`src/bsnl_pkg.sv`:
```
// Shared types and constants for the bounded sorted neighbour list.
// No dependencies; imported by bsnl_cell and bounded_sorted_neighbor_list_unit.
package bsnl_pkg;

    localparam int KeyW           = 32;
    localparam int FieldIdxW      = 16;
    localparam int RposW          = 6;
    localparam int CountFieldW    = 7;
    localparam int OpW            = 2;
    localparam int InDataW        = 56;
    localparam int OutDataW       = 64;

    localparam int DefCapacity    = 64;
    localparam int DefIndexBits   = 16;

    localparam logic [OpW-1:0] OP_INSERT = 2'd0;
    localparam logic [OpW-1:0] OP_READ   = 2'd1;
    localparam logic [OpW-1:0] OP_CLEAR  = 2'd2;

    // broadcast from the top level to every cell
    typedef struct packed {
        logic            ins;   // insert committed this cycle
        logic            rd;    // read operation present
        logic [KeyW-1:0] key;   // key under test / being inserted
    } t_cell_ctrl;

    // per-cell comparison result
    typedef struct packed {
        logic ahead;            // this cell stays ahead of the new entry
        logic le;               // valid and stored key <= new key
    } t_cell_stat;

endpackage

```
`src/bsnl_cell.sv`:
```
// One rank of the sorted list: holds a key and identifier, compares against
// the broadcast key and takes the new entry or its left neighbour. Uses bsnl_pkg.
module bsnl_cell
    import bsnl_pkg::*;
#(
    parameter int POS   = 0,
    parameter int IDX_W = DefIndexBits
) (
    input  logic              i_clk,
    input  t_cell_ctrl        i_ctrl,
    input  logic [IDX_W-1:0]  i_new_idx,
    input  logic              i_valid,
    input  logic [RposW-1:0]  i_rpos,
    input  logic              i_left_ahead,
    input  logic [KeyW-1:0]   i_left_key,
    input  logic [IDX_W-1:0]  i_left_idx,
    output t_cell_stat        o_stat,
    output logic [KeyW-1:0]   o_key,
    output logic [IDX_W-1:0]  o_idx,
    output logic [KeyW-1:0]   o_rd_key,
    output logic [IDX_W-1:0]  o_rd_idx
);

    logic [KeyW-1:0]  r_key;
    logic [IDX_W-1:0] r_idx;
    logic             lt;
    logic             eq;
    logic             sel;

    assign lt = i_valid && (r_key < i_ctrl.key);
    assign eq = i_valid && (r_key == i_ctrl.key);

    // an equal head keeps its place: the new entry lands right behind it
    assign o_stat.ahead = (POS == 0) ? (lt || eq) : lt;
    assign o_stat.le    = lt || eq;

    always_ff @(posedge i_clk) begin
        if (i_ctrl.ins && !o_stat.ahead) begin
            if (POS == 0 || i_left_ahead) begin
                r_key <= i_ctrl.key;
                r_idx <= i_new_idx;
            end else begin
                r_key <= i_left_key;
                r_idx <= i_left_idx;
            end
        end
    end

    assign o_key = r_key;
    assign o_idx = r_idx;

    assign sel      = i_ctrl.rd && i_valid && (32'(i_rpos) == 32'(POS));
    assign o_rd_key = sel ? r_key : '0;
    assign o_rd_idx = sel ? r_idx : '0;

endmodule

```
`config.mk`:
```
export PLATFORM = sky130hd
export DESIGN_NAME = bsnl_cell
export DESIGN_NICKNAME = d
export VERILOG_FILES = /design/src/bsnl_pkg.sv /design/src/bsnl_cell.sv
export SDC_FILE = /design/constraint.sdc
export NUM_CORES = 1
export LEC_CHECK = 0
export ABC_CLOCK_PERIOD_IN_PS = 4019
export BUFFER_PORTS_ARGS = -buffer_cell sky130_fd_sc_hd__buf_4
export CORE_MARGIN = 5
export CORE_UTILIZATION = 40
export DETAILED_ROUTE_END_ITERATION = 8
export PLACE_DENSITY = 0.81
export SLEW_MARGIN = 0
export SYNTH_ARGS = -nofsm -noshare
export SYNTH_HDL_FRONTEND = slang
export SYNTH_SLANG_ARGS = --single-unit
export TNS_END_PERCENT = 100
```
`constraint.sdc`:
```
create_clock -name i_clk -period 4.02 [get_ports i_clk]
set_input_delay 0.603 -clock i_clk [delete_from_list [all_inputs] [get_ports i_clk]]
set_output_delay 0.603 -clock i_clk [all_outputs]
set_load 0.01 [all_outputs]
```
## Word level (Yosys, flattened, before mapping)

Index checks and enable logic that the tools add are counted.
W data, S select, Z words.

| cells by class | value |
|---|---|
| equal/unequal tests | 1 |
| reduce and logical (&&, ||, !) cells | 8 |
| multiplexer cells | 2 |
| magnitude comparators | 1 |

Operators with widths:

| cell | number |
|---|---|
| $eq A32 B32 Y1 | 1 |
| $lt A32 B32 Y1 | 1 |
| $mux W32 | 1 |
| $mux W16 | 1 |
| $logic_not A6 Y1 | 1 |
| $logic_and A1 B1 Y1 | 5 |
| $logic_not A1 Y1 | 1 |
| $logic_or A1 B1 Y1 | 1 |

| word-level totals | value |
|---|---|
| bits in registers | 48 |

## Logic depth before layout (Yosys ltp)

Gate-level depths: netlist of run 1.

| logic depth | value |
|---|---|
| depth in word-level cells | 5 |
| gate-level depth with buffers | 8 |
| gate-level depth less buffers | 7 |

## Worst setup path after synthesis of run 1

No wires, ideal clock.

| path | value |
|---|---|
| path type | input to register |
| start | input port i_ctrl[14] in the netlist's numbering |
| end | register r_idx[0], in the netlist o_idx[0], enable pin |
| path slack | 839 ps |
| arrival | 2778 ps |
| path buffers | 0 |
| required time | 3617 ps |
| stages on the path | 7 |
| path through | inv_1 -> ha_1 -> nand4_1 -> nor4_1 -> a21boi_0 -> o41a_1 -> o211a_1 |

| on the way | value |
|---|---|
| cells in the longest elaborated chain, start to end | 5 |
| elaborated cells between the ends (all ways) | 7 |

Ends and longest elaborated chain:

| element | line | RTL |
|---|---|---|
| start, declared | bsnl_cell.sv:10 | `input t_cell_ctrl i_ctrl,` |
| $lt A32 B32 Y1 / $eq A32 B32 Y1 (equally long branches) | bsnl_cell.sv:30, bsnl_cell.sv:31 |  |
| $logic_and A1 B1 Y1 (on tied branches) | bsnl_cell.sv:30, bsnl_cell.sv:31 |  |
| $logic_or A1 B1 Y1 * | bsnl_cell.sv:34 | `assign o_stat.ahead = (POS == 0) ? (lt \|\| eq) : lt;` |
| $logic_not A1 Y1 * | bsnl_cell.sv:38 | `if (i_ctrl.ins && !o_stat.ahead) begin` |
| $logic_and A1 B1 Y1 * | bsnl_cell.sv:38 |  |
| end signal, assigned | bsnl_cell.sv:41 | `r_idx <= i_new_idx;` |
| end signal, assigned | bsnl_cell.sv:44 | `r_idx <= i_left_idx;` |
| end, declared | bsnl_cell.sv:25 | `logic [IDX_W-1:0] r_idx;` |

Mark *: on every way between the ends. The rest lies on a longest branch, timed or not.
A chain may end at the register's enable or synchronous reset.

==> metrics.csv, run 1 <==
metric,value,unit
pin_count,205,
number_of_antenna_violations_at_the_first_check_in_global_routing,0,
fin_worst_skew,0.003867,ns
die_h,91.30,um
insertion_delay,0.29,ns
layout.cells.most_common_list,"156 x buf_4, 48 x and2_1, 48 x edfxtp_1, 32 x inv_1, 32 x ha_1",
setup_repair_after_global_routing_missed_its_margin,false,
ys_warn_count,0,
worst_ep_required_time,3.42,ns
route.vias.total,2145,
drt-initial-drc-count,59,
worst_setup_path_end_kind,output port,
fin_ws,0.9585,ns
setup_total_negative_slack,0,ns
synth_xor_xnor_area_share,0,
postSynthNetCount,356,
final_hold_viol_count,0,
grtUsageTotal,0.1615,
finalHoldWorstSlack,0.4804,ns
fp.coreArea,6386,um^2
synth_area_leader_cell,edfxtp_1,
cts_resizes,0,
die_width,91.30,um
synthToLayoutAreaGrowth,49.88,%
routed_wirelength,6951,um
fin_crit_sh,0.7616,
outcome,completed,
cellPowerDensity,277.5,nW/um^2
setup_viol,0,
seqPwrFrac,0.557,
yosys.area_share.adder,0.1514,
maxCapViolations,0,
share_clk_of_total_power,0.252,
finish.utilization,0.6205,
synth-seq-area-share,0.5452,
timing_max_transition_violations_final,0,
net_switching_power,277.9,uW
synth_compound_area_frac,0.06389,
clockBufferDepth,2,
synth.ff_latch_count,48,
achievable-frequency,326.6,MHz
timing.final.crit_period,3.062,ns
crit_fanout,3,
tritoncts,done,
power_switching_share,0.2527,
drt.antenna.violating_nets,0,
cts_post_setup_buffers_inserted,0,
cp_data_arrival_time,2.46,ns
place_worst_setup_slack,0.7580,ns
netlist_instances,217,
hold_path_class,in2reg,
postLayoutCellArea,3963,um^2
max-vdd-ir-drop,0.1664,mV
floorplan.initialDensity,0.4140,
grt_max_degree,49,
worst_setup_hold_path_clk_slew,0.09,ns
wire_length_per_cell,15.34,um
crit_type,reg2out,
pre_repair_dr_iteration_count,2,
comb_power_share,0.191,
cts-hold-fix-buffers,0,
die_area,8336,um^2
vias_per_cell,4.735,
synth_top_family_by_area,simple AND/OR/NAND/NOR gates,
total_leakage_power,0.001957,uW
seq_area,1441,um^2
clockRootBuffer,clkbuf_8,
port_buffers,155,
layout.cells.most_common,buf_4,
detailed_place_hpwl,5659,um
synth.distinct_cells,27,
cts_buffers,5,
drive_gt1_frac,0.4441,
grt_pass1_vias,2219,
floorplan.rows,29,
final_net_count,514,
cts.sink_count,48,
place_area,3880,um^2
internal_power_summed_over_all_cells,821.8,uW
synth_top_area_share,0.5452,
post_synth_and_or_nand_nor_area_fraction,0.1746,
slew_headroom,0.5933,
grt_pass1_wl,10970,um
place.gp.congestion,0.7350,
worst-slew-pin-transition,0.6045,ns
gr-total-overflow,0,
worst_setup_path_start_kind,flip-flop,
synthesis.area_per_instance,12.18,um^2
mappedNetlistArea,2644,um^2
cts.htree.levels,2,
drcViolationCount,0,
combined_area_of_the_multi_input_logic_cells,1031,um^2
synth.area.mux_share,0,
filler_cell_count,533,
netlist_top_cells_area,"edfxtp_1 55%, ha_1 15%, and2_1 11%, inv_1 4.5%, a21oi_1 1.9%",
ant_cells,0,
worst paths after layout:
kind | start | end | slack [ns] | cells after the start
max | o_key[14]$_DFFE_PP_ | o_stat[0] | 0.96 | 7
min | i_new_idx[13] | o_idx[13]$_DFFE_PP_ | 0.48 | 1
max reg2reg | o_key[14]$_DFFE_PP_ | o_key[4]$_DFFE_PP_ | 1.08 | 7
min reg2reg | o_key[2]$_DFFE_PP_ | o_key[15]$_DFFE_PP_ | 1.37 | 4
stage by stage:
stage	power [uW]	instances
after floorplan	710.8	217
after global routing	1162	453
after detailed placement	837.5	445
final	1100	453
after global placement	829.2	445
after CTS	1115	453
routing by layer:
| layer | up-vias | wire length, um | global-route usage |
|---|---|---|---|
| li1 | 1080 | - | - |
| met4 | 0 | 53 | 0.04401 |
| met2 | 95 | 3530 | 0.2855 |
| met3 | 6 | 608 | 0.05620 |
| met1 | 964 | 2759 | 0.1850 |
| met5 | - | 0 | 0 |
power groups by stage:
stage / Clock (uW) / Sequential, uW / Combinational (uW)
2_1_floorplan: 0 / 636 / 74.4
3_3_place_gp: 0 / 622 / 207
3_5_place_dp: 0 / 625 / 212
4_1_cts: 288 / 614 / 214
5_1_grt: 310 / 618 / 234
6_report: 277 / 613 / 210
sequential cells by signal, summed over array words and instances, names as in the netlist:
signal	cells
o_key	32
o_idx	16
area by class of cell:
| cell class | instances | share of cell area |
|---|---|---|
| Tap cell | 77 | 0.02431 |
| Inverter | 32 | 0.03031 |
| Multi-Input combinational cell | 131 | 0.2602 |
| Clock inverter | 3 | 0.003473 |
| Timing Repair Buffer | 157 | 0.3006 |
| Clock buffer | 5 | 0.01737 |
| Sequential cell | 48 | 0.3638 |
cells by family (layout without fill, tap and decap cells):
logic type | Yosys count | count (layout)
compound gates | 26 | 26
simple gates | 73 | 73
flops | 48 | 48
buf+inv | 38 | 197
fa+ha+maj | 32 | 32
synth_stat cells:
| cell type | n |
|---|---|
| o41a_1 | 1 |
| a21oi_1 | 10 |
| ha_1 | 32 |
| nor2_1 | 1 |
| o211a_1 | 1 |
| or4_4 | 1 |
| a21o_1 | 4 |
| and2_1 | 48 |
| nand2_1 | 4 |
| a22o_1 | 1 |
| or4_1 | 1 |
| nor4_4 | 1 |
| o211ai_1 | 1 |
| and4_1 | 1 |
| nand3_1 | 5 |
| o21ai_0 | 4 |
| nor4_1 | 2 |
| nand4_1 | 7 |
| inv_1 | 32 |
| a211oi_1 | 2 |
| clkbuf_2 | 2 |
| a21boi_0 | 1 |
| nor2b_1 | 2 |
| a2111oi_0 | 1 |
| edfxtp_1 | 48 |
| buf_6 | 3 |
| buf_4 | 1 |
worst max-delay path, stage by stage, from the launching register on:
cell and delay [ns]:
edfxtp_1 0.43, ha_1 0.34, nand4_1 0.16, nor4_1 0.42
a21boi_0 0.29, o41a_1 0.19, o21ai_0 0.14, buf_4 0.19
Note: power is estimated with default switching activity, not from simulation.
==> run 2: changes to the inputs <==
--- a/config.mk
+++ b/config.mk
@@ -5,12 +5,12 @@
 export SDC_FILE = /design/constraint.sdc
 export NUM_CORES = 1
 export LEC_CHECK = 0
-export ABC_CLOCK_PERIOD_IN_PS = 4019
+export ABC_CLOCK_PERIOD_IN_PS = 2750
 export BUFFER_PORTS_ARGS = -buffer_cell sky130_fd_sc_hd__buf_4
 export CORE_MARGIN = 5
-export CORE_UTILIZATION = 40
+export CORE_UTILIZATION = 36
 export DETAILED_ROUTE_END_ITERATION = 8
-export PLACE_DENSITY = 0.81
+export PLACE_DENSITY = 0.77
 export SLEW_MARGIN = 0
 export SYNTH_ARGS = -nofsm -noshare
 export SYNTH_HDL_FRONTEND = slang
==> constraint.sdc (replaced) <==
create_clock -name i_clk -period 2.75 [get_ports i_clk]
set_input_delay 0.4125 -clock i_clk [delete_from_list [all_inputs] [get_ports i_clk]]
set_output_delay 0.4125 -clock i_clk [all_outputs]
set_load 0.01 [all_outputs]
==> run 2 against run 1 <==
  * Final area increased by 8.8%
  * Register-to-register slack got worse by 0.78 ns
  * Die area increased by 9.9%
  * Sequential share of layout area decreased by 2.9 points
  * Via count increased by 5.9%
  * Critical path depth unchanged
  * Clock power increased by 110%
  * Routed wire length increased by 4.0%
  * Core utilization decreased by 2.3 points
  * Hold slack got worse by 0.20 ns
  * Global-route usage decreased by 0.91 points
==> metrics.csv, run 2 (synthesized netlist as in run 1, its figures left out) <==
metric,value,unit,change
synthToLayoutAreaGrowth,63.04,%,
vias_per_cell,4.588,,-3.1%
die_width,95.70,um,+4.8%
die_area,9158,um^2,+9.9%
tritoncts,done,,
seqPwrFrac,0.486,,-0.071
layout.cells.most_common_list,"176 x buf_4, 48 x and2_1, 48 x edfxtp_1, 32 x inv_1, 27 x ha_1",,
maxCapViolations,0,,unchanged
filler_cell_count,625,,+17%
die_h,95.70,um,+4.8%
fin_crit_sh,0.9604,,
drt-initial-drc-count,70,,+19%
setup_viol,0,,unchanged
pin_count,205,,unchanged
internal_power_summed_over_all_cells,1418,uW,+73%
drive_gt1_frac,0.5051,,+0.06090
final_net_count,535,,+4.1%
worst_setup_path_end_kind,output port,,
holdCritStartpoint,i_new_idx[4],,
total_leakage_power,0.002088,uW,+6.7%
timing_max_transition_violations_final,0,,unchanged
cts.sink_count,48,,unchanged
cts-hold-fix-buffers,0,,unchanged
floorplan.initialDensity,0.3665,,-0.04753
grt_pass1_vias,2298,,+3.6%
drt.antenna.violating_nets,0,,unchanged
fp.coreArea,7214,um^2,+13%
r2r_setup_slack,0.30,ns,-0.78 ns
timing.final.crit_period,2.641,ns,
finalHoldWorstSlack,0.2833,ns,-0.1971 ns
hold_path_class,in2reg,,
min_to,o_idx[4]$_DFFE_PP_,,
grt_max_degree,33,,-33%
floorplan.rows,31,,+6.9%
routed_wirelength,7229,um,+4.0%
timing.hold.worst_path_depth,1,,unchanged
clockBufferDepth,2,,unchanged
power_switching_share,0.2308,,-0.02191
seq_area,1441,um^2,unchanged
achievable-frequency,378.6,MHz,
cp_data_arrival_time,2.23,ns,-0.23 ns
fin_worst_skew,0.006534,ns,+0.002667 ns
net_switching_power,425.4,uW,+53%
combined_area_of_the_multi_input_logic_cells,1135,um^2,+10%
worst_setup_path_start_kind,flip-flop,,
port_buffers,155,,unchanged
worst-slew-pin-transition,0.3033,ns,-0.3012 ns
pre_repair_dr_iteration_count,4,,+2
crit_type,reg2out,,
number_of_antenna_violations_at_the_first_check_in_global_routing,0,,unchanged
gr-total-overflow,0,,unchanged
layoutNonFillerInstCount,495,,+9.3%
worst_setup_hold_path_clk_slew,0.09,ns,about the same
numPlacedInstances,471,,+5.8%
final_hold_viol_count,0,,unchanged
max-vdd-ir-drop,0.2460,mV,+48%
route.vias.total,2271,,+5.9%
layout.cells.most_common,buf_4,,
clockRootBuffer,clkbuf_8,,
crit_fanout,3,,unchanged
grtUsageTotal,0.1524,,-0.009124
place.gp.congestion,0.7809,,+6.2%
cellPowerDensity,427.6,nW/um^2,+54%
reg2reg_to,o_key[19]$_DFFE_PP_,,
detailed_place_hpwl,5858,um,+3.5%
share_clk_of_total_power,0.322,,+0.070
ant_cells,0,,unchanged
grt_pass1_wl,10870,um,-0.88%
critical_path.reg2reg.startpoint,o_key[9]$_DFFE_PP_,,
insertion_delay,0.30,ns,about the same
largest_register_ffs,32,,unchanged
rr_worst_depth,7,,unchanged
slew_headroom,0.7974,,+0.2041
outcome,completed,,
drcViolationCount,0,,unchanged
wire_length_per_cell,14.60,um,-4.8%
cts.htree.levels,2,,unchanged
cts_buffers,5,,unchanged
comb_power_share,0.193,,+0.002
worst_ep_required_time,2.34,ns,-1.08 ns
==> run 2: repair_timing <==
| action | CTS | global route |
|---|---|---|
| resized for setup | 5 | 13 |
| pin swaps | 2 | 9 |
| endpoints found under the setup margin | 2 | 2 |
| buffers inserted | 8 | 10 |
==> run 2: power by group through the flow <==
stage | registers, uW | clock network (uW) | logic [uW]
floorplan | 929 | 0 | 109
global placement | 911 | 0 | 309
detailed placement | 914 | 0 | 320
CTS | 895 | 611 | 337
global route | 901 | 636 | 395
finish | 895 | 593 | 356
==> run 2: critical path, stage by stage, from the launching register on <==
cell	delay [ns]
edfxtp_1	0.40
ha_1	0.32
nand4_1	0.17
nor2_1	0.08
a22o_1	0.21
o41a_1	0.42
o21ai_4	0.20
buf_4	0.15
==> run 2: cell type report <==
type | instances | share of cell area
inverters | 32 | 0.02787
well taps | 99 | 0.02874
multi-input cells | 131 | 0.2633
repair buffers | 178 | 0.3158
flip-flops and latches | 48 | 0.3344
clock inverters | 2 | 0.01393
clock buffers | 5 | 0.01597
==> run 2: layer usage <==
metal	up-vias	wire length [um]	track usage
met4	0	102	0.03791
met2	92	3787	0.2820
met3	10	564	0.03987
li1	1119	-	-
met5	-	0	0
met1	1050	2775	0.1734
==> run 2: worst max-delay path by stage <==
stage,to,start
2_1_floorplan,o_idx[0]$_DFFE_PP_,o_key[14]$_DFFE_PP_
3_3_place_gp,o_stat[1],i_ctrl[14]
3_5_place_dp,o_key[6]$_DFFE_PP_,i_ctrl[14]
4_1_cts,o_stat[1],o_key[29]$_DFFE_PP_
6_report,o_stat[1],o_key[13]$_DFFE_PP_
5_1_grt,o_stat[1],o_key[11]$_DFFE_PP_
==> run 2: metrics by stage <==
step	setup slack (ns)	instance area, um^2	total power [uW]	TNS (ns)	util
after global routing	-0.05065	4310	1933	-0.09485	0.5975
after global placement	0.1122	3950	1220	0	0.5475
after floorplan	0.01600	2644	1038	0	-
after CTS	0.001119	4161	1844	0	0.5768
final	0.1089	4310	1843	0	0.5975
after detailed placement	0.09030	3950	1234	0	0.5475
==> run 3: changes to the inputs <==
--- a/config.mk
+++ b/config.mk
@@ -7,6 +7,7 @@
 export LEC_CHECK = 0
 export ABC_CLOCK_PERIOD_IN_PS = 2750
 export BUFFER_PORTS_ARGS = -buffer_cell sky130_fd_sc_hd__buf_4
+export CORE_ASPECT_RATIO = 0.6
 export CORE_MARGIN = 5
 export CORE_UTILIZATION = 36
 export DETAILED_ROUTE_END_ITERATION = 8
==> run 3 against run 2 <==
  * Flip-flop and latch count unchanged
  * Clock power decreased by 3%
  * Sequential power about the same
  * Critical path depth decreased by 1
  * Sequential share of layout area increased by 0.99 points
  * Hold slack improved by 0.023 ns
  * Maximum frequency decreased by 0.85%
  * Final area decreased by 2.9%
  * First-iteration DRC count decreased by 11%
  * Clock skew decreased by 0.0029 ns
  * Combinational power decreased by 6.2%
==> metrics.csv, run 3 (synthesized netlist as in run 1, its figures left out) <==
metric,value,unit,change
setup_total_negative_slack,0,ns,unchanged
layout.cells.most_common_list,"164 x buf_4, 48 x and2_1, 48 x edfxtp_1, 32 x inv_1, 31 x ha_1",,
grt_pass1_wl,11180,um,+2.9%
worst_ep_required_time,2.34,ns,about the same
synthToLayoutAreaGrowth,58.35,%,
drive_gt1_frac,0.4715,,-0.03355
drt-initial-drc-count,62,,-11%
routed_wirelength,7075,um,-2.1%
timing_max_transition_violations_final,0,,unchanged
finish.utilization,0.5809,,-0.01657
die_h,76.38,um,-20%
pin_count,205,,unchanged
insertion_delay,0.28,ns,-0.02 ns
final_net_count,525,,-1.9%
filler_cell_count,597,,-4.5%
die_width,120.6,um,+26%
critPathSlowestCell,or4_4,,
cp_data_arrival_time,2.25,ns,+0.02 ns
vias_per_cell,4.560,,-0.61%
share_clk_of_total_power,0.319,,-0.003
grt.busiest_layer,met2,,
cts.htree.levels,2,,unchanged
worstPathCellList,ha_1 -> a211oi_1 -> o21ai_0 -> or4_4 -> o21ai_2 -> buf_4,,
total_leakage_power,0.002048,uW,-1.9%
die_area,9214,um^2,+0.62%
port_buffers,155,,unchanged
detailed_place_hpwl,5718,um,-2.4%
place.gp.congestion,0.7251,,-7.1%
layoutNonFillerInstCount,477,,-3.6%
grt_pass1_vias,2204,,-4.1%
cts_buffers,5,,unchanged
pre_repair_dr_iteration_count,4,,unchanged
worst_setup_path_start_kind,flip-flop,,
combined_area_of_the_multi_input_logic_cells,1062,um^2,-6.4%
seqPwrFrac,0.497,,+0.011
crit_type,reg2out,,
clockRootBuffer,clkbuf_16,,
drcViolationCount,0,,unchanged
global_route.usage.met1,0.2053,,+0.03188
fin_crit_sh,0.9686,,+0.008222
worst_setup_path_end_kind,output port,,
final_hold_viol_count,0,,unchanged
numPlacedInstances,465,,-1.3%
route.vias.total,2175,,-4.2%
power_switching_share,0.2373,,+0.006539
hold_path_class,in2reg,,
maxCapViolations,0,,unchanged
seq_area,1441,um^2,unchanged
groute.layer.met3.usage,0.05712,,+0.01725
cts-hold-fix-buffers,0,,unchanged
internal_power_summed_over_all_cells,1379,uW,-2.7%
grt.met2_usage,0.2340,,-0.04801
slew_headroom,0.7300,,-0.06739
number_of_antenna_violations_at_the_first_check_in_global_routing,0,,unchanged
worst-slew-pin-transition,0.4039,ns,+0.1006 ns
outcome,completed,,
crit_fanout,3,,unchanged
cts.sink_count,48,,unchanged
ant_cells,0,,unchanged
net_switching_power,429.2,uW,+0.91%
fin_worst_skew,0.003599,ns,-0.002935 ns
drt.antenna.violating_nets,0,,unchanged
worst_path_largest_cell_delay,0.55,ns,+0.13 ns
comb_power_share,0.185,,-0.008
fp.coreArea,7207,um^2,-0.10%
layout.cells.most_common,buf_4,,
tritoncts,done,,
largest_register_ffs,32,,unchanged
achievable-frequency,375.4,MHz,-0.85%
grtUsageTotal,0.1514,,-0.0009848
power.total,1809,uW,-1.9%
grt_max_degree,49,,+48%
floorplan.rows,24,,-23%
worst_setup_hold_path_clk_slew,0.06,ns,-0.03 ns
max-vdd-ir-drop,0.2894,mV,+18%
setup_viol,0,,unchanged
floorplan.initialDensity,0.3668,,+0.0003817
timing.final.crit_period,2.664,ns,+0.02261 ns
cellPowerDensity,432.0,nW/um^2,+1.0%
wire_length_per_cell,14.83,um,+1.6%
clockBufferDepth,2,,unchanged
gr-total-overflow,0,,unchanged
-- run 3: area by class of cell --
class,count,area share
clock buffers,5,0.02989
clock inverters,2,0.002989
inverters,32,0.02869
multi-input cells,131,0.2537
flip-flops and latches,48,0.3443
well taps,91,0.02720
repair buffers,168,0.3132
-- run 3: repair_timing --
action / 4_1_cts / 5_1_grt
endpoints found under the setup margin: 2 / 37
endpoints found under the hold margin: 0 / 0
gates resized for setup: 4 / 4
pin swaps: 0 / 4
setup buffers: 0 / 5
-- run 3: final timing paths --
check | cells after the start | startpoint | slack [ns] | endpoint
hold reg to reg | 5 | o_key[2]$_DFFE_PP_ | 1.39 | o_key[22]$_DFFE_PP_
setup reg to reg | 8 | o_key[31]$_DFFE_PP_ | 0.18 | o_idx[1]$_DFFE_PP_
hold / removal | 1 | i_new_idx[13] | 0.31 | o_idx[13]$_DFFE_PP_
setup / recovery | 6 | o_key[29]$_DFFE_PP_ | 0.09 | o_stat[1]
-- run 3: stage by stage --
stage | instance area (um^2) | setup WS (ns) | hold WS (ns)
3_5_place_dp | 3980 | 0.03587 | 0.5920
5_1_grt | 4187 | -0.009851 | 0.2889
4_1_cts | 4125 | 0.004478 | 0.2985
2_1_floorplan | 2644 | 0.01600 | 0.5114
6_report | 4187 | 0.08632 | 0.3066
3_3_place_gp | 3980 | 0.006769 | 0.5910
-- run 3: layer usage --
metal	routed length, um	vias to the layer above
met5	0	-
met4	23	0
met3	667	2
met2	3115	94
met1	3268	976
li1	-	1103
-- run 3: power by group through the flow --
stage / combinational [uW] / clock, uW / sequential [uW]
5_1_grt: 372 / 633 / 905
2_1_floorplan: 109 / 0 / 929
6_report: 334 / 576 / 898
4_1_cts: 331 / 597 / 899
3_3_place_gp: 321 / 0 / 911
3_5_place_dp: 327 / 0 / 913
-- run 3: critical path, delay by kind of cell (launching register included) --
family / cells / cell delay [ns]
AO/OA/AOI/OAI: 3 / 0.54
adder cells (fa/ha/maj): 1 / 0.32
AND/OR/NAND/NOR: 1 / 0.55
flip-flops: 1 / 0.42
buffers and inverters: 1 / 0.14
